**config.mk**
```make
export PLATFORM = sky130hd
export DESIGN_NAME = lphi_ram
export DESIGN_NICKNAME = d
export VERILOG_FILES = /design/src/hdl/lphi_ram.sv
export SDC_FILE = /design/constraint.sdc
export NUM_CORES = 1
export LEC_CHECK = 0
export BUFFER_PORTS_ARGS = -buffer_cell sky130_fd_sc_hd__buf_2
export CORE_MARGIN = 2
export CORE_UTILIZATION = 25
export CTS_CLUSTER_SIZE = 8
export DETAILED_ROUTE_END_ITERATION = 10
export GPL_TIMING_DRIVEN = 0
export PLACE_DENSITY = 0.47
export SLEW_MARGIN = 20
export SYNTH_ARGS = -nofsm -noshare
export SYNTH_HDL_FRONTEND = slang
export SYNTH_SLANG_ARGS = --single-unit
```
**constraint.sdc**
```tcl
create_clock -name i_clk -period 1.7 [get_ports i_clk]
set_input_delay 0.34 -clock i_clk [delete_from_list [all_inputs] [get_ports i_clk]]
set_output_delay 0.34 -clock i_clk [all_outputs]
set_load 0.03 [all_outputs]
```
**src/hdl/lphi_ram.sv**
```systemverilog
// Generic simple dual-port RAM with one write port and a registered read port.
module lphi_ram #(
    parameter int WIDTH = 8,
    parameter int DEPTH = 16
) (
    input  logic                                  i_clk,
    input  logic                                  i_we,
    input  logic [((DEPTH > 1) ? $clog2(DEPTH) : 1)-1:0] i_waddr,
    input  logic [WIDTH-1:0]                      i_wdata,
    input  logic [((DEPTH > 1) ? $clog2(DEPTH) : 1)-1:0] i_raddr,
    output logic [WIDTH-1:0]                      o_rdata
);

    logic [WIDTH-1:0] r_mem [DEPTH];
    logic [WIDTH-1:0] r_rdata;

    always_ff @(posedge i_clk) begin
        if (i_we) begin
            r_mem[i_waddr] <= i_wdata;
        end
        r_rdata <= r_mem[i_raddr];
    end

    assign o_rdata = r_rdata;

endmodule

```
Yosys cells after proc, flatten, opt, wreduce, memory -nomap -nowiden
Memories as Yosys holds them, arrays and structs flattened. A register that Yosys moved wholly into a read port is not among the register bits.
Cells that the tools add are included.
{"block": "totals", "n_memories": 1, "regBits": 0, "input_bits": 18, "ramBits": 128}
{"name": "r_mem", "words": 16, "word_bits": 8, "rd": 1, "rd_ports_with_merged_regs": 1, "wr": 1, "line_no": "14", "rtl": "logic [WIDTH-1:0] r_mem [DEPTH];"}
{"block": "op_classes", "mux": 2}
{"op": "$mux W1", "count": 2}

Logic depth before layout (Yosys ltp)
{"block": "depth", "ltp_word": 2, "mapped_depth": 5, "ltp_nobuf": 3}

Worst setup path before layout
OpenSTA, ideal clock, no wires.
{"block": "synth_path", "kind": "in2reg", "startpoint": "input port i_waddr[2] (netlist name)", "endpoint": "memory r_mem[0][0] (enable)", "cell_stages": 2, "setup_time_ps": 383, "path_buffers": 0, "path_slack_ps": -133, "t_required_ps": 1317, "t_arrival_ps": 1450, "path_cell_list": "or3b_2 -> nor3_1"}
{"element": "start: declaration", "line_no": "8", "rtl": "input logic [((DEPTH > 1) ? $clog2(DEPTH) : 1)-1:0] i_waddr,"}
{"element": "end: declaration", "line_no": "14"}
No word-level cell before the write port.

Worst setup path after layout
{"block": "layout_path", "startpoint": "input port i_waddr[2] (netlist name)", "endpoint": "memory r_mem[3][7] (enable)"}
No word-level cell before the write port.

==> results.txt <==
Status = finished clean
Final ANT Viol Nets = 0
Register area share after synthesis = 77.8%
Largest cells by area after synthesis = edfxtp_1, mux4_2, mux4_1
Slew @ Worst Pin = 0.886 ns
Yosys top cell area share = 74.7%
Fin area = 0.00621 sq mm
Synthesized area = 0.00515 sq mm
Die Y = 147 um
Final worst path period share = 94.6%
WP data arrival = 1.65 ns
Slew HR = 40.7%
Dpl hpwl = 6.95 mm
Die width = 147 um
Post-synth top flop = edfxtp_1
Hold Path Cell Cnt = 1
CTS tree = done
Largest net degree at the start of global routing = 17
Setup ws final = 0.0916 ns
Endpoint class of the critical path = register
Final std cells w/o fill = 555
Synth area leader = edfxtp_1
RD Place Congestion = 0.798
Maximum VDD drop = 0.746 mV
Fraction of layout cells with a size suffix above 1 = 30.2%
First-pass GRT wire length = 16.2 mm
Count of final setup violators = 0
Starting Density = 25.4%
# DRC = 0
HP Start = i_wdata[5]
WS Path Type = input pin to register
Leak pwr = 2.02 nW
Post-Syn Area per Cell = 22.5 sq um
Drt first-iter violations = 275
Grt ovf = 0
# Max-Cap Violations = 0
EDFF count, synth = 128
H-tree levels = 4
WL/cell = 19.5 um
I/O Pins = 26
R2r setup slk = 0.11 ns
Detailed Routing Iterations Pass 1 = 4
# diodes = 0
Reg2Reg Depth = 3
Core ar. = 0.0202 sq mm
WP data required = 1.74 ns
Hold Path End = r_mem[6][5]$_DFFE_PP_
Final min period = 1.61 ns
Async S/R FF share, synth = 0%
Yosys cell types = 19
RR Endpoint = o_rdata[0]$_DFF_P_
Sum of negative setup slack = 0 ns
Number of global-route vias before repair = 2,506
Final Hold Viols = 0
Synth Warn # = 0
Unrepaired setup endpoints after global routing = false
Max Root-Sink Buffers = 2
Pwr dens = 1260 mW/mm^2
Cells after DPL = 523
Mapped Cells = 229
Port buffer count = 24
Synth Register Bits = 136
Hold crit path type = input pin to register
Routed WL = 10.8 mm
Fmax = 622 MHz
Util after Layout = 30.7%
DR vias/cell = 4.23
Critical path launch point type = input pin
Critical Path Fanout Max = 8
Sink Count = 136
Initial antenna violation count = 0
Worst skew pair latency = 0.42 ns
Max Transition Viols Final = 0
Final setup skew = 0.00734 ns
Setup WS pre-CTS = -0.413 ns
R2R Path Start = r_mem[2][0]$_DFFE_PP_
Vias = 2,349
Area grow syn2layout = 20.7%
Syn Nets = 247
Final Net Count = 290
Gr usage total = 10.8%
Die area = 0.0218 sq mm
Clock Tree Root = clkbuf_16
Clock slew at reported path FFs = 0.06 ns
Placed Area = 0.00563 sq mm
Total CTS buffers = 17
Num rows = 52
-- per-stage QoR --
step	hold slack, ns	power (mW)
after floorplan	0.439	4.07
after detailed placement	0.669	4.26
final	0.325	7.82
after global placement	0.659	4.25
after CTS	0.325	7.88
after global routing	0.328	8.08
-- worst max-delay path: stages --
cell and delay (ns):
buf_2 0.12, or3b_2 0.53, nor2_1 0.65
-- synth_stat cells (2+ instances only) --
library cell / n
edfxtp_1: 128
mux4_2: 18
a22oi_1: 16
mux4_1: 14
nor2_1: 13
nand2_1: 9
dfxtp_1: 8
nor3_1: 4
buf_2: 3
buf_6: 3
clkdlybuf4s25_2: 3
nand2b_1: 2
nand3b_1: 2
-- cell usage in the layout (no fill, tap or decap), types with 2 or more instances in the layout --
| master | instances |
|---|---|
| nand2b_1 | 2 |
| nand3b_1 | 2 |
| clkbuf_16 | 17 |
| clkinvlp_4 | 3 |
| buf_6 | 3 |
| nand2_1 | 9 |
| clkinv_2 | 3 |
| edfxtp_1 | 128 |
| mux4_1 | 14 |
| mux4_2 | 18 |
| clkinv_1 | 3 |
| bufinv_16 | 3 |
| buf_2 | 27 |
| nor2_1 | 12 |
| nor3_2 | 4 |
| clkdlybuf4s25_2 | 3 |
| dfxtp_1 | 8 |
| a22oi_1 | 16 |
-- cell type report --
cell class | count | area [sq um]
Tap cell | 270 | 338
Multi-Input combinational cell | 83 | 1080
Sequential cell | 136 | 4000
Buffer | 10 | 86.3
Timing Repair Buffer | 24 | 120
Fill cell | 1927 | 14000
Clock inverter | 14 | 156
Clock buffer | 18 | 429
-- power breakdown --
part / internal (mW) / switching (mW) / total (mW)
Combinational: 0.150 / 0.265 / 0.414
Sequential: 3.75 / 0.0172 / 3.77
Clock: 2.28 / 1.35 / 3.64
Total: 6.18 / 1.63 / 7.82
-- worst max path at each step --
stage	startpoint	end	slack (ns)	depth (start not counted)
after floorplan	i_waddr[2]	r_mem[3][0]$_DFFE_PP_	0.09	2
after global placement	i_waddr[2]	r_mem[8][1]$_DFFE_PP_	-0.54	3
after detailed placement	i_waddr[2]	r_mem[1][2]$_DFFE_PP_	-0.41	3
after CTS	i_waddr[2]	r_mem[1][6]$_DFFE_PP_	0.03	3
after global routing	i_waddr[2]	r_mem[3][7]$_DFFE_PP_	0.01	3
final	i_waddr[2]	r_mem[3][7]$_DFFE_PP_	0.09	3
-- what timing repair did --
| item | CTS | global route |
|---|---|---|
| gates resized for setup | 0 | 1 |
| endpoints found under the setup margin | 0 | 8 |
| setup buffers | 0 | 0 |
| hold endpoints to repair | 0 | 0 |
| hold buffers | 0 | 0 |
-- registers in the layout, indices dropped and copies added (netlist names) --
name,count
o_rdata,8
r_mem,128
-- logic make-up after synthesis --
| family | synth area share, % |
|---|---|
| mux | 15.0 |
| buf+inv | 1.68 |
| compound gates | 2.33 |
| simple gates | 3.18 |
| flops | 77.8 |
-- metal layers --
| layer | track usage (%) | up-vias | share of wire (%) |
|---|---|---|---|
| met1 | 14.2 | 1202 | 45 |
| met4 | 3.89 | 0 | 1.2 |
| met5 | 0 | - | 0 |
| met3 | 4.04 | 13 | 6.9 |
| met2 | 16.4 | 75 | 47 |
| li1 | - | 1059 | - |
(Power assumes the default switching activity.)
