## src/hdl/lphi_pkg.sv

```systemverilog
// Shared types and constants for the linear probing hash insert block.
package lphi_pkg;

    // Fixed field widths of the words on the ports.
    localparam int SIZE_W   = 7;
    localparam int CHAR_W   = 8;
    localparam int SLOT_W   = 6;
    localparam int STATUS_W = 2;

    // Largest value of one key byte, used to size the hash sum.
    localparam int CHAR_MAX = 255;

    // Table size after reset.
    localparam logic [SIZE_W-1:0] SIZE_RESET = 7'd10;

    // Command codes of an input word.
    localparam logic CMD_INSERT = 1'b0;
    localparam logic CMD_READ   = 1'b1;

    // Status codes of a result word.
    typedef enum logic [STATUS_W-1:0] {
        ST_OK    = 2'd0,
        ST_FULL  = 2'd1,
        ST_LONG  = 2'd2,
        ST_EMPTY = 2'd3
    } t_status;

endpackage

```

## src/hdl/lphi_mod.sv

```systemverilog
// Iterative remainder unit: one restoring subtract step per cycle.
module lphi_mod import lphi_pkg::*; #(
    parameter int DIV_W = 10
) (
    input  logic              i_clk,
    input  logic              i_rst_n,
    input  logic              i_start,
    input  logic [DIV_W-1:0]  i_dividend,
    input  logic [SIZE_W-1:0] i_divisor,
    output logic              o_done,
    output logic [SIZE_W-1:0] o_rem
);

    localparam int KW  = $clog2(DIV_W);
    localparam int EXW = DIV_W + SIZE_W;

    logic [DIV_W-1:0] r_rem;
    logic [KW-1:0]    r_k;
    logic             r_busy;
    logic             r_done;
    logic [EXW-1:0]   shifted;
    logic [EXW-1:0]   diff;
    logic             ge;

    // The divisor is shifted up to the current bit and taken off where it fits.
    always_comb begin
        shifted = EXW'(i_divisor) << r_k;
        ge      = (EXW'(r_rem) >= shifted);
        diff    = EXW'(r_rem) - shifted;
    end

    always_ff @(posedge i_clk) begin
        if (!i_rst_n) begin
            r_busy <= 1'b0;
            r_done <= 1'b0;
        end else begin
            r_done <= 1'b0;
            if (i_start) begin
                r_busy <= 1'b1;
            end else if (r_busy && (r_k == '0)) begin
                r_busy <= 1'b0;
                r_done <= 1'b1;
            end
        end
    end

    always_ff @(posedge i_clk) begin
        if (i_start) begin
            r_rem <= i_dividend;
            r_k   <= KW'(DIV_W - 1);
        end else if (r_busy) begin
            if (ge) begin
                r_rem <= DIV_W'(diff);
            end
            r_k <= r_k - KW'(1);
        end
    end

    assign o_done = r_done;
    assign o_rem  = SIZE_W'(r_rem);

endmodule

```

## config.mk

```make
export PLATFORM = sky130hd
export DESIGN_NAME = lphi_mod
export DESIGN_NICKNAME = d
export VERILOG_FILES = /design/src/hdl/lphi_pkg.sv /design/src/hdl/lphi_mod.sv
export SDC_FILE = /design/constraint.sdc
export NUM_CORES = 1
export LEC_CHECK = 0
export BUFFER_PORTS_ARGS = -buffer_cell sky130_fd_sc_hd__buf_4
export CAP_MARGIN = 30
export CORE_ASPECT_RATIO = 0.8
export CORE_MARGIN = 2
export CORE_UTILIZATION = 60
export DETAILED_ROUTE_END_ITERATION = 16
export MAX_ROUTING_LAYER = met4
export PLACE_DENSITY = 0.93
export RECOVER_POWER = 50
export SLEW_MARGIN = 15
export SYNTH_ARGS = -nofsm -noshare
export SYNTH_HDL_FRONTEND = slang
export SYNTH_SLANG_ARGS = --single-unit
```

## constraint.sdc

```tcl
create_clock -name i_clk -period 5.65 [get_ports i_clk]
set_clock_uncertainty 0.2 [all_clocks]
set_input_delay 0 -clock i_clk [delete_from_list [all_inputs] [get_ports i_clk]]
set_output_delay 0 -clock i_clk [all_outputs]
set_load 0.01 [all_outputs]
```

-- Word level (Yosys, flattened, before mapping)
Index checks and enable logic that the tools add are counted.
- bits in latches: 0
- RAM bits: 0
- memory bits (read-only): 0
- logic and storage cells: 22
- output and inout bits: 8
- flip-flop bits (word level): 16
- memories kept: 0
- input bits: 20
- div/mod/pow operators: 0
- $lt $le $gt $ge: 1
- bitwise operators: 1
- reductions and logical operators: 7
- muxes and demuxes: 6
- $add $sub $neg: 2
- $mul: 0
- equal/unequal tests: 0
- shifts and indexed selects: 1
- operators with widths (cell ; number):
    2-to-1 mux 10 bit ; 3
    >= comparator 10 x 17 -> 1 bit ; 1
    left shift 7 x 4 -> 17 bit ; 1
    subtractor 10 bit ; 1
    nonzero test 2 bit ; 3
    zero test 4 bit ; 1
    subtractor 4 x 1 -> 4 bit (second input constant) ; 1
    2-to-1 mux 1 bit ; 3
    AND reduction 2 bit ; 1
    OR reduction 2 bit ; 1
    logical AND 1 bit ; 1
    NOT 1 bit ; 1

-- Depth between registers and ports, before layout
Gate-level depths: netlist (run 1).
- word-level depth: 5
- depth in mapped cells: 14
- mapped depth without buffers: 13

-- Worst setup path before layout (run 1)
OpenSTA, ideal clock, no wires.
- path type: register -> register
- start point: reg r_k[0]
- end point: reg r_rem[0] (enable)
- path buffers: 2
- arrival: 2208 ps
- stages on the path, launching flop included: 14
- setup slack: 2901 ps
- library setup time: 340 ps
- required time: 5110 ps
- clock period less this slack: 2749 ps
- path through: dfxtp_1 -> buf_6 -> buf_2 -> nor2_1 -> a21oi_1 -> nand2_1 -> o21ai_0 -> nand2_1 -> ha_1 -> o2111ai_1 -> a21boi_1 -> o22ai_1 -> nand2_1 -> a41o_1
- word-level cells in the longest chain between the ends: 4
- ends and longest elaborated chain (element ; RTL line ; RTL):
    start: declaration ; lphi_mod.sv:18 ; logic [KW-1:0] r_k;
    start signal: assignment ; lphi_mod.sv:50 ; r_k <= KW'(DIV_W - 1);
    start signal: assignment ; lphi_mod.sv:55 ; r_k <= r_k - KW'(1);
    left shift 7 x 4 -> 17 bit ; lphi_mod.sv:27 ; shifted = EXW'(i_divisor) << r_k;
    >= comparator 10 x 17 -> 1 bit ; lphi_mod.sv:28 ; ge = (EXW'(r_rem) >= shifted);
    nonzero test 2 bit (no source line) ; - ;
    AND reduction 2 bit (no source line) ; - ;
    end signal: assignment ; lphi_mod.sv:49 ; r_rem <= i_dividend;
    end signal: assignment ; lphi_mod.sv:53 ; r_rem <= DIV_W'(diff);
    end: declaration ; lphi_mod.sv:17 ; logic [DIV_W-1:0] r_rem;
Every way passes these cells.
A chain may end at the register's enable or synchronous reset.

-- Worst setup path after layout (run 1)
- start point: reg r_k[1]
- end point: reg r_rem[7] (enable)
The elaborated chain is that of the path after synthesis.

==> metrics.md, run 1 <==
| Metric | Value |
|---|---|
| Max rail drop VDD | `roughly 130 µV` |
| Drt pass-1 iters | `4` |
| Distinct cells, synth | `52` |
| CTS tree | `built` |
| Buf+Inv Stages, Crit Path | `0` |
| Fmax | `approximately 0.28 GHz` |
| Tcrit/Tclk final | `62.85%` |
| Chip width | `61.49 µm` |
| Fin area | `~0.0018 mm²` |
| Max Slew Vio Count | `0` |
| Netlist Area Pre-Place | `approximately 0.0016 mm²` |
| Via count | `approximately 1500` |
| CTS Buf Count | `3` |
| Placer Congestion | `~1` |
| Seq/Total Area, Yosys | `26.50%` |
| Fraction of registers with async set/reset | `0%` |
| Largest net degree at the start of global routing | `29` |
| DRT iter0 DRCs | `around 160` |
| Placed Area | `approximately 0.0017 mm²` |
| Pwr Total | `a little under 400 µW` |
| Ys flop type | `edfxtp_1` |
| Post-DP HPWL | `~2700 µm` |
| Number of synthesized flops with an enable pin | `10` |
| Residual DRC | `0` |
| Final core occ | `74.04%` |
| Vias/cell | `roughly 5.8` |
| CTS H-tree lvls | `1` |
| Port buffer count | `27` |
| Hold Crit Class | `in -> reg` |
| Antenna cells | `0` |
| Die ar. | `between 0.003 and 0.004 mm²` |
| Routed Wire Length | `roughly 3700 µm` |
| Initial antenna violation count | `0` |
| CP Capture Type | `flop` |
| Remaining antenna violation count after routing | `0` |
| Hold Vio Cnt, Final | `0` |
| Max-Cap Viols | `0` |
| Slew headroom | `between 60 and 70%` |
| CTS resizes | `0` |
| Rows | `16` |
| Slowest stage delay, CP | `between 0.6 and 0.7 ns` |
| Ports | `28` |
| Yosys reg bits | `16` |
| Kind of cell adding the most delay to the critical path | `compound AO/OA/AOI/OAI gates` |
| Fin nets | `about 260` |
| Status | `completed` |
| Min Clock Period, post-route | `approximately 3.6 ns` |
| Buffer depth of the longest clock path | `2` |
| Pwr/cell area | `~210 mW/mm²` |
| Starting density of the core | `between 60% and 70%` |
| DR WL/cell | `roughly 14 µm` |
| Setup_tns | `0 ns` |
| Root buf cell | `clkbuf_4` |
| Unrepaired setup endpoints after global routing | `false` |
| GR Overflow Total | `0` |
| Syn_area_per_cell | `8.136 µm²` |
| Crit-path cells | `mux2_1 -> o21ai_0 -> o21ai_0 -> nand2_1 -> ha_1 -> and3_1 -> a21boi_1 -> o22ai_1 -> nand2_1 -> a41o_1` |
| Worst-path clk slew | `around 0.1 ns` |
| Cells after Synth | `about 200` |
| Clk sinks | `16` |
| CP Max Fanout | `15` |
| Crit path max-delay cell type | `dfxtp_1` |
| WP data arrival | `3.36 ns` |
| Core region area | `approximately 0.0025 mm²` |
| Area Overhead vs Synth | `15.85%` |
| Clock latency on the worst-skew pair | `around 0.30 ns` |
| Slew @ Worst Pin | `about 0.55 ns` |
| Overall global routing resource usage | `approximately 28%` |
| Vias in the first global route | `between 1000 and 1500` |
| Final setup vio count | `0` |
| Die height | `between 40 and 50 µm` |
| Pleak | `~0.8 nW` |
| Fillers | `roughly 200` |
| Syn nets | `between 200 and 250` |
| Yosys warns | `0` |
| Worst Setup Start Kind | `flop` |
| Crit path kind | `reg -> reg` |
| First-pass GRT wire length | `around 6000 µm` |
| Layout cells sized above 1 | `13.06%` |
| Critical path required time | `about 5.5 ns` |
-- where the power goes --
| part | internal [mW] | total [mW] | switching (mW) |
|---|---|---|---|
| registers | 0.138 | 0.153 | 0.0147 |
| logic | 0.0724 | 0.158 | 0.0854 |
| clock network | 0.0394 | 0.0808 | 0.0415 |
| total | 0.250 | 0.392 | 0.142 |
-- cell usage after synthesis, types with 2 or more instances --
| cell type | number | area, µm² |
|---|---|---|
| nand2_1 | 26 | 97.59 |
| o21ai_0 | 16 | 80.08 |
| nor2_1 | 14 | 52.55 |
| a21oi_1 | 12 | 60.06 |
| ha_1 | 12 | 150.1 |
| edfxtp_1 | 10 | 300.3 |
| inv_1 | 9 | 33.78 |
| buf_4 | 7 | 52.55 |
| dfxtp_1 | 6 | 120.1 |
| mux2i_1 | 5 | 50.05 |
| o21ai_1 | 5 | 25.02 |
| and3_1 | 4 | 25.02 |
| clkbuf_1 | 4 | 15.01 |
| nand2b_1 | 4 | 25.02 |
| o211ai_1 | 4 | 30.03 |
| o31ai_1 | 4 | 30.03 |
| xnor2_1 | 4 | 35.03 |
| buf_2 | 3 | 15.01 |
| nand3_1 | 3 | 15.01 |
| nor2b_1 | 3 | 18.77 |
| nor3_1 | 3 | 15.01 |
| xor2_1 | 3 | 26.28 |
| a21boi_1 | 2 | 15.01 |
| a21o_1 | 2 | 15.01 |
| a311oi_1 | 2 | 17.52 |
| buf_6 | 2 | 22.52 |
-- metrics by stage --
step / instances / setup slack, ns / hold WS (ns)
5_1_grt: 258 / 1.855 / 0.1678
3_3_place_gp: 241 / 2.282 / 0.02844
2_1_floorplan: 195 / 2.901 / -0.07261
3_5_place_dp: 241 / 2.187 / 0.04140
4_1_cts: 258 / 2.150 / 0.1447
6_report: 258 / 2.099 / 0.1316
-- registers in the layout (all words and copies together) (netlist names) --
signal	flops
r_k	4
o_done	1
r_busy	1
r_rem	10
-- final timing paths --
path	startpoint	end	slack [ns]	cells past startpoint
worst max-delay path	r_k[1]$_SDFFE_PP0P_	r_rem[7]$_DFFE_PP_	2.10	10
worst min-delay path	i_divisor[0]	r_rem[0]$_DFFE_PP_	0.13	4
worst max register to register	r_k[1]$_SDFFE_PP0P_	r_rem[7]$_DFFE_PP_	2.10	10
worst min register to register	r_busy$_SDFFE_PN0P_	o_done$_SDFF_PP0_	0.38	2
-- per-layer routing --
layer	track usage, %	vias up	part of all wire [%]
met5	-	-	0
met4	9.929	0	2.2
met3	5.249	10	7.3
met2	35.79	67	44
met1	41.82	658	47
li1	-	755	-
-- tightest hold or removal path: stages --
cell     delay (ns)
buf_4          0.11
and3_1         0.15
ha_1           0.14
o21ai_0        0.07
-- cell usage in the layout (no fill, tap or decap), types with 2 or more instances in the layout --
| master | count |
|---|---|
| nor2b_1 | 3 |
| nor3_1 | 3 |
| clkbuf_4 | 3 |
| inv_1 | 9 |
| o211ai_1 | 4 |
| and3_1 | 4 |
| a21o_1 | 2 |
| buf_4 | 19 |
| a21oi_1 | 12 |
| dlygate4sd3_1 | 13 |
| o21ai_0 | 16 |
| xnor2_1 | 4 |
| ha_1 | 12 |
| nand2b_1 | 4 |
| mux2i_1 | 5 |
| a21boi_1 | 2 |
| clkbuf_1 | 8 |
| a311oi_1 | 2 |
| nand2_1 | 26 |
| nor2_1 | 15 |
| o31ai_1 | 4 |
| xor2_1 | 3 |
| dfxtp_1 | 6 |
| edfxtp_1 | 10 |
| nand3_1 | 3 |
| o21ai_1 | 5 |
-- repair_timing --
action                    in CTS  in global routing
buffers inserted               0                  0
hold buffers                  13                  0
hold endpoints to repair      16                  0
-- cell type report --
| class | count | area, µm² | area share, % |
|---|---|---|---|
| well taps | 36 | 45.04 | 2.451 |
| multi-input cells | 151 | 992.2 | 53.98 |
| repair buffers | 40 | 302.8 | 16.47 |
| inverters | 11 | 41.29 | 2.246 |
| clock buffers | 4 | 36.28 | 1.974 |
| flip-flops and latches | 16 | 420.4 | 22.87 |
-- cell families (layout without fill, tap and decap cells) --
logic type,Yosys count,in the layout,share of synthesized area (%)
and+or+nand+nor,63,63,18.61
AOI/OAI and AO/OA,61,61,25.08
buffers and inverters,28,55,10.49
DFF,16,16,26.50
adders and majority gates,13,13,10.73
xor gates and xnor gates,7,7,3.864
muxes,7,7,4.732
Note: power is estimated with default switching activity, not from simulation.
==> inputs of run 2 (changes only) <==
--- a/config.mk
+++ b/config.mk
@@ -5,14 +5,15 @@
 export SDC_FILE = /design/constraint.sdc
 export NUM_CORES = 1
 export LEC_CHECK = 0
+export ABC_AREA = 1
 export BUFFER_PORTS_ARGS = -buffer_cell sky130_fd_sc_hd__buf_4
 export CAP_MARGIN = 30
 export CORE_ASPECT_RATIO = 0.8
 export CORE_MARGIN = 2
-export CORE_UTILIZATION = 60
+export CORE_UTILIZATION = 56
 export DETAILED_ROUTE_END_ITERATION = 16
 export MAX_ROUTING_LAYER = met4
-export PLACE_DENSITY = 0.93
+export PLACE_DENSITY = 0.88
 export RECOVER_POWER = 50
 export SLEW_MARGIN = 15
 export SYNTH_ARGS = -nofsm -noshare
==> constraint.sdc (replaced) <==
create_clock -name i_clk -period 3.3 [get_ports i_clk]
set_clock_uncertainty 0.2 [all_clocks]
set_input_delay 0 -clock i_clk [delete_from_list [all_inputs] [get_ports i_clk]]
set_output_delay 0 -clock i_clk [all_outputs]
set_load 0.01 [all_outputs]
==> run 2 against run 1 <==
Against the previous run: design area up 0.34%; non-clock buffer count unchanged; sequential cell count unchanged; clock-buffer cell count unchanged; hold slack better by 0.16 ns; clock power up 73%; via count up 11%; wire length up 4.0%; largest power group unchanged.
==> metrics.md, run 2 <==
| Metric | Value |
|---|---|
| Count leader, synth | `nand2_1 (unchanged)` |
| CTS Buf Count | `3 (unchanged)` |
| Vias in the first global route | `1438 (was 1335)` |
| NetSw | `252.4 µW (was 141.6 µW)` |
| Fraction of registers with async set/reset | `0% (unchanged)` |
| Commonest non-fill, non-tap cell in the layout | `nand2_1 (unchanged)` |
| Yosys warns | `0 (unchanged)` |
| Setup WS pre-CTS | `0.2303 ns (was 2.187 ns)` |
| Post-synth top area share | `19.23% (was 18.93%)` |
| Gate power share | `41.8% (was 40.3%)` |
| Port buffer count | `27 (unchanged)` |
| Core region area | `0.002701 mm² (was 0.002482 mm²)` |
| Cells after Synth | `230 (was 195)` |
| DR WL/cell | `12.73 µm (was 14.18 µm)` |
| Rows | `17 (was 16)` |
| Fmax | `0.3207 GHz (was 0.2816 GHz)` |
| Clock latency on the worst-skew pair | `0.30 ns (about the same)` |
| Sequential share of power | `37.5% (was 39.1%)` |
| Worst-path clk slew | `0.10 ns (about the same)` |
| Hold Vio Cnt, Final | `0 (unchanged)` |
| Via count | `1649 (was 1490)` |
| Starting density of the core | `57.80% (was 63.91%)` |
| Reg with most FFs | `r_rem (unchanged)` |
| Antenna cells | `0 (unchanged)` |
| Buffer depth of the longest clock path | `2 (unchanged)` |
| Number of synthesized flops with an enable pin | `10 (unchanged)` |
| Clock power share | `20.6% (about the same)` |
| Largest regs | `r_rem: 10 flops, r_k: 4 flops (unchanged)` |
| CP Capture Type | `flop (unchanged)` |
| Final setup vio count | `0 (unchanged)` |
| Largest register FFs | `10 (unchanged)` |
| Largest net degree at the start of global routing | `22 (was 29)` |
| GR Overflow Total | `0 (unchanged)` |
| Drt pass-1 iters | `5 (was 4)` |
| First-pass GRT wire length | `6279 µm (was 6120 µm)` |
| Ys flop type | `edfxtp_1 (unchanged)` |
| Worst setup margin | `0.1822 ns (was 2.099 ns)` |
| Slew headroom | `74.24% (was 63.21%)` |
| Top cells by area, synth | `edfxtp_1, nand2_1, nand3_1, ha_1, dfxtp_1 (was edfxtp_1, ha_1, dfxtp_1, nand2_1, o21ai_0)` |
| Synth top cells by count | `nand2_1, nand3_1, inv_1, nor2_1, o21ai_0 (was nand2_1, o21ai_0, nor2_1, a21oi_1, ha_1)` |
| Pwr/cell area | `367.3 mW/mm² (was 213.2 mW/mm²)` |
| Clk sinks | `16 (unchanged)` |
| Seq/Total Area, Yosys | `26.92% (was 26.50%)` |
| Setup_tns | `0 ns (unchanged)` |
| Slew @ Worst Pin | `0.3823 ns (was 0.5511 ns)` |
| Max rail drop VDD | `216.5 µV (was 129.8 µV)` |
| Overall global routing resource usage | `25.25% (was 27.57%)` |
| Initial antenna violation count | `0 (unchanged)` |
| Post-DP HPWL | `2837 µm (was 2674 µm)` |
| Remaining antenna violation count after routing | `0 (unchanged)` |
| Die height | `51.23 µm (was 50.00 µm)` |
| Tcrit/Tclk final | `94.48% (was 62.85%)` |
| Max Slew Vio Count | `0 (unchanged)` |
| Critical path required time | `3.09 ns (was 5.46 ns)` |
| Fillers | `246 (was 198)` |
| Status | `completed (unchanged)` |
| Die ar. | `0.003230 mm² (was 0.003074 mm²)` |
| Yosys reg bits | `16 (unchanged)` |
| Pleak | `0.8738 nW (was 0.7808 nW)` |
| WP data arrival | `2.90 ns (was 3.36 ns)` |
| Residual DRC | `0 (unchanged)` |
| Internal power | `425.1 µW (was 250.3 µW)` |
| Vias/cell | `5.515 (was 5.775)` |
| Distinct cells, synth | `29 (was 52)` |
| Ports | `28 (unchanged)` |
| Setup repair bufs after CTS | `0 (unchanged)` |
| CTS H-tree lvls | `1 (unchanged)` |
| Hold Crit Class | `in -> reg (unchanged)` |
| Layout cells sized above 1 | `13.03% (was 13.06%)` |
| Routed Wire Length | `3805 µm (was 3659 µm)` |
| Crit path kind | `reg -> reg (unchanged)` |
| CP Max Fanout | `12 (was 15)` |
| Syn_area_per_cell | `6.789 µm² (was 8.136 µm²)` |
| DRT iter0 DRCs | `137 (was 162)` |
| Netlist Area Pre-Place | `0.001561 mm² (was 0.001587 mm²)` |
| Yosys top cell by area | `edfxtp_1 (unchanged)` |
| Max-Cap Viols | `0 (unchanged)` |
| Placer Congestion | `0.9431 (was 0.9917)` |
| Area Overhead vs Synth | `18.11% (was 15.85%)` |
| Sw Share | `37.26% (was 36.13%)` |
| Fin nets | `295 (was 256)` |
| Commonest non-fill, non-tap cells in the layout | `nand2_1, nand3_1, buf_4 (was nand2_1, buf_4, o21ai_0)` |
| Hold slack | `0.2931 ns (was 0.1316 ns)` |
| Syn nets | `263 (was 228)` |
| CTS tree | `built (unchanged)` |
| Root buf cell | `clkbuf_4 (unchanged)` |
| Worst Setup Start Kind | `flop (unchanged)` |
| Min Clock Period, post-route | `3.118 ns (was 3.551 ns)` |
| Chip width | `63.04 µm (was 61.49 µm)` |
-- run 2: cell count changes after synthesis, moves of 5 or more --
cell     delta
nand2_1    +43
inv_1       +7
nand3_1    +32
mux2i_1     -5
-- run 2: final timing paths --
path / to / start / cells after the start / slack, ns
worst min register to register: r_k[1]$_SDFFE_PP0P_ / r_busy$_SDFFE_PN0P_ / 1 / 0.34
worst max register to register: r_rem[3]$_DFFE_PP_ / r_k[0]$_SDFFE_PP1P_ / 13 / 0.18
worst max-delay path: r_rem[3]$_DFFE_PP_ / r_k[0]$_SDFFE_PP1P_ / 13 / 0.18
worst min-delay path: r_busy$_SDFFE_PN0P_ / i_rst_n / 4 / 0.29
-- run 2: metal layers --
metal / track usage (%) / share of wire, % / up-vias
li1: - / - / 834
met4: 7.407 / 1.2 / 0
met2: 40.25 / 44 / 77
met1: 33.56 / 46 / 730
met3: 3.965 / 8.2 / 8
met5: - / 0 / -
-- run 2: critical path, stage by stage (launching register included) --
cell	delay [ns]
dfxtp_1	0.44
o21ai_0	0.39
nand2_1	0.12
nand2_1	0.10
nand3_1	0.10
ha_1	0.40
nand2_1	0.12
nor3_1	0.25
nand2_1	0.12
nand4_1	0.11
nand2_1	0.05
nand2_1	0.06
nand3_1	0.10
nand2_2	0.25
-- run 2: cells by family (layout without fill, tap and decap cells) --
group | count (synthesis) | after routing | synth area share [%]
AND/OR/NAND/NOR | 130 | 130 | 36.38
buffers and inverters | 32 | 63 | 11.06
flip-flops | 16 | 16 | 26.92
AO/OA/AOI/OAI | 35 | 35 | 12.50
XOR/XNOR | 4 | 4 | 2.244
adder cells (fa/ha/maj) | 13 | 13 | 10.90
-- run 2: area by class of cell --
type / instances / area, µm² / share of cell area [%]
timing repair buffer: 40 / 300.3 / 16.28
multi-input combinational: 182 / 968.4 / 52.51
clock buffer: 4 / 36.28 / 1.967
sequential: 16 / 420.4 / 22.80
tap: 38 / 47.55 / 2.578
inverter: 19 / 71.32 / 3.867
-- run 2: per-stage QoR --
stage	power [mW]	utilization [%]	cells	instance area, µm²
6_report	0.6774	68.27	299	1844
5_1_grt	0.7261	68.27	299	1844
4_1_cts	0.6785	69.38	299	1874
3_5_place_dp	0.5285	63.59	283	1718
3_3_place_gp	0.5237	63.59	283	1718
2_1_floorplan	0.4697	-	230	1562
-- run 2: power by group through the flow --
| stage | Combinational [mW] | Clock [mW] | Sequential (mW) |
|---|---|---|---|
| floorplan | 0.219 | 0 | 0.250 |
| global placement | 0.266 | 0 | 0.258 |
| finish | 0.283 | 0.140 | 0.254 |
| CTS | 0.283 | 0.141 | 0.254 |
| detailed placement | 0.269 | 0 | 0.259 |
| global route | 0.319 | 0.150 | 0.257 |
-- run 2: timing repair --
action                                  CTS  global route
gates resized for setup                   0             1
endpoints found under the setup margin    0            10
endpoints found under the hold margin    14             0
hold buffers                             12             0
==> inputs of run 3 (changes only) <==
--- a/config.mk
+++ b/config.mk
@@ -5,10 +5,8 @@
 export SDC_FILE = /design/constraint.sdc
 export NUM_CORES = 1
 export LEC_CHECK = 0
-export ABC_AREA = 1
 export BUFFER_PORTS_ARGS = -buffer_cell sky130_fd_sc_hd__buf_4
 export CAP_MARGIN = 30
-export CORE_ASPECT_RATIO = 0.8
 export CORE_MARGIN = 2
 export CORE_UTILIZATION = 56
 export DETAILED_ROUTE_END_ITERATION = 16
==> run 3 against run 2 <==
Against the previous run: register-to-register slack got worse by 0.11 ns; design area up 1.2%; sequential share of layout area is 0.19 points lower; clock-buffer cell count shrank 1; fmax is 3.3% lower; combinational power about the same; first-iteration DRC count down 31%; critical endpoint is now r_rem[7]$_DFFE_PP_; largest cell class unchanged.
==> metrics.md, run 3 (synthesis gave the netlist of run 1 again) <==
| Metric | Value |
|---|---|
| Reg with most FFs | `r_rem (unchanged)` |
| DP Cell Count | `242 (was 283)` |
| Worst Setup Start Kind | `flop (unchanged)` |
| Rows | `19 (was 17)` |
| Port buffer count | `27 (unchanged)` |
| Final core occ | `68.24% (was 68.27%)` |
| Hold path cells | `4 (unchanged)` |
| Vias in the first global route | `1370 (was 1438)` |
| Vias/cell | `6.031 (was 5.515)` |
| Setup repair bufs after CTS | `0 (unchanged)` |
| Largest regs | `r_rem: 10 flops, r_k: 4 flops (unchanged)` |
| Commonest non-fill, non-tap cells in the layout | `nand2_1, buf_4, o21ai_0 (was nand2_1, nand3_1, buf_4)` |
| Worst setup margin | `0.07702 ns (was 0.1822 ns)` |
| Hold Vio Cnt, Final | `0 (unchanged)` |
| Setup WS pre-CTS | `-0.01113 ns (was 0.2303 ns)` |
| Pleak | `0.8001 nW (was 0.8738 nW)` |
| Chip width | `57.23 µm (was 63.04 µm)` |
| Ports | `28 (unchanged)` |
| CP Max Fanout | `10 (was 12)` |
| Hold Crit Class | `in -> reg (unchanged)` |
| Largest register FFs | `10 (unchanged)` |
| Fillers | `231 (was 246)` |
| Clk sinks | `16 (unchanged)` |
| Min-delay src | `i_divisor[0] (was i_rst_n)` |
| DR WL/cell | `14.40 µm (was 12.73 µm)` |
| Max-Cap Viols | `0 (unchanged)` |
| Unrepaired setup endpoints after global routing | `false` |
| Antenna cells | `0 (unchanged)` |
| Overall global routing resource usage | `23.99% (was 25.25%)` |
| Clock latency on the worst-skew pair | `0.29 ns (was 0.30 ns)` |
| Non-filler instance count after layout | `259 (was 299)` |
| Core region area | `0.002734 mm² (was 0.002701 mm²)` |
| Pwr/cell area | `350.6 mW/mm² (was 367.3 mW/mm²)` |
| RR Startpoint | `r_k[0]$_SDFFE_PP1P_ (unchanged)` |
| Worst-path clk slew | `0.10 ns (about the same)` |
| Reg2reg end | `r_rem[7]$_DFFE_PP_ (was r_rem[3]$_DFFE_PP_)` |
| Residual DRC | `0 (unchanged)` |
| Min Clock Period, post-route | `3.223 ns (was 3.118 ns)` |
| Setup_tns | `0 ns (unchanged)` |
| Via count | `1562 (was 1649)` |
| Final setup vio count | `0 (unchanged)` |
| Root buf cell | `clkbuf_4 (unchanged)` |
| CTS tree | `built (unchanged)` |
| CTS Buf Count | `3 (unchanged)` |
| Initial antenna violation count | `0 (unchanged)` |
| Remaining antenna violation count after routing | `0 (unchanged)` |
| Slew headroom | `71.93% (was 74.24%)` |
| Fin area | `0.001866 mm² (was 0.001844 mm²)` |
| Die height | `57.23 µm (was 51.23 µm)` |
| Critical path required time | `3.13 ns (was 3.09 ns)` |
| Placed Area | `0.001748 mm² (was 0.001718 mm²)` |
| CP Capture Type | `flop (unchanged)` |
| Fin nets | `262 (was 295)` |
| CTS H-tree lvls | `1 (unchanged)` |
| Max Slew Vio Count | `0 (unchanged)` |
| Layout cells sized above 1 | `15.35% (was 13.03%)` |
| DRT iter0 DRCs | `94 (was 137)` |
| Drt pass-1 iters | `4 (was 5)` |
| First-pass GRT wire length | `6085 µm (was 6279 µm)` |
| WP data arrival | `3.05 ns (was 2.90 ns)` |
| Pwr Total | `654.0 µW (was 677.4 µW)` |
| Largest net degree at the start of global routing | `29 (was 22)` |
| GR Overflow Total | `0 (unchanged)` |
| Die ar. | `0.003275 mm² (was 0.003230 mm²)` |
| Max rail drop VDD | `266.9 µV (was 216.5 µV)` |
| Starting density of the core | `58.03% (was 57.80%)` |
| FF-to-FF setup slack | `0.08 ns (was 0.18 ns)` |
| Buffer depth of the longest clock path | `2 (unchanged)` |
| R2R cell count | `10 (was 13)` |
| Routed Wire Length | `3729 µm (was 3805 µm)` |
| Status | `completed (unchanged)` |
| CP startpoint | `r_k[0]$_SDFFE_PP1P_ (unchanged)` |
| Crit path kind | `reg -> reg (unchanged)` |
| Commonest non-fill, non-tap cell in the layout | `nand2_1 (unchanged)` |
| Placer Congestion | `0.9933 (was 0.9431)` |
| Area Overhead vs Synth | `17.59% (was 18.11%)` |
| Post-DP HPWL | `2684 µm (was 2837 µm)` |
| Hold slack | `0.1902 ns (was 0.2931 ns)` |
| Slew @ Worst Pin | `0.4204 ns (was 0.3823 ns)` |
| Hold EP | `r_rem[0]$_DFFE_PP_ (was r_busy$_SDFFE_PN0P_)` |
| Tcrit/Tclk final | `97.67% (was 94.48%)` |
| Fmax | `0.3103 GHz (was 0.3207 GHz)` |
==> run 3: cell type report <==
type	count	area, µm²	share of cell area [%]
multi-input combinational	151	993.5	53.25
sequential	16	421.7	22.60
timing repair buffer	46	344.1	18.44
inverter	11	41.29	2.213
tap	31	38.79	2.079
clock buffer	3	22.52	1.207
clock inverter	1	3.754	0.2012
==> run 3: where the power goes <==
part / total [mW] / internal (mW) / switching (mW)
combinational: 0.283 / 0.131 / 0.152
clock: 0.112 / 0.0439 / 0.0679
sequential: 0.259 / 0.237 / 0.0218
==> run 3: worst max-delay path by stage <==
stage,end,slack [ns],cells after the start
after floorplan,r_rem[0]$_DFFE_PP_,0.55,13
after global placement,r_rem[7]$_DFFE_PP_,0.13,10
final,r_rem[7]$_DFFE_PP_,0.08,10
after CTS,r_rem[9]$_DFFE_PP_,0.12,10
after global routing,r_rem[9]$_DFFE_PP_,0.005,10
after detailed placement,r_rem[7]$_DFFE_PP_,-0.01,10
==> run 3: metal layers <==
layer	vias up	GRT usage, %	share of wire, %
met5	-	-	0
met1	710	33.57	44
met2	83	36.78	46
met3	8	2.494	8.0
met4	0	7.309	1.8
li1	761	-	-
==> run 3: timing repair <==
action	CTS	global route
gates resized for setup	1	1
endpoints found under the hold margin	16	0
hold buffers	13	0
setup endpoints to repair	10	10
gates cloned	0	0
==> run 3: worst max-delay path, cell delays in order (launching register included) <==
cell and delay (ns):
dfxtp_1 0.59, buf_4 0.22, mux2i_2 0.30, nand2_1 0.10, ha_1 0.36, a21o_1 0.21
a21oi_2 0.18, a21boi_1 0.10, o22ai_1 0.28, nand2_1 0.10, a41o_2 0.33
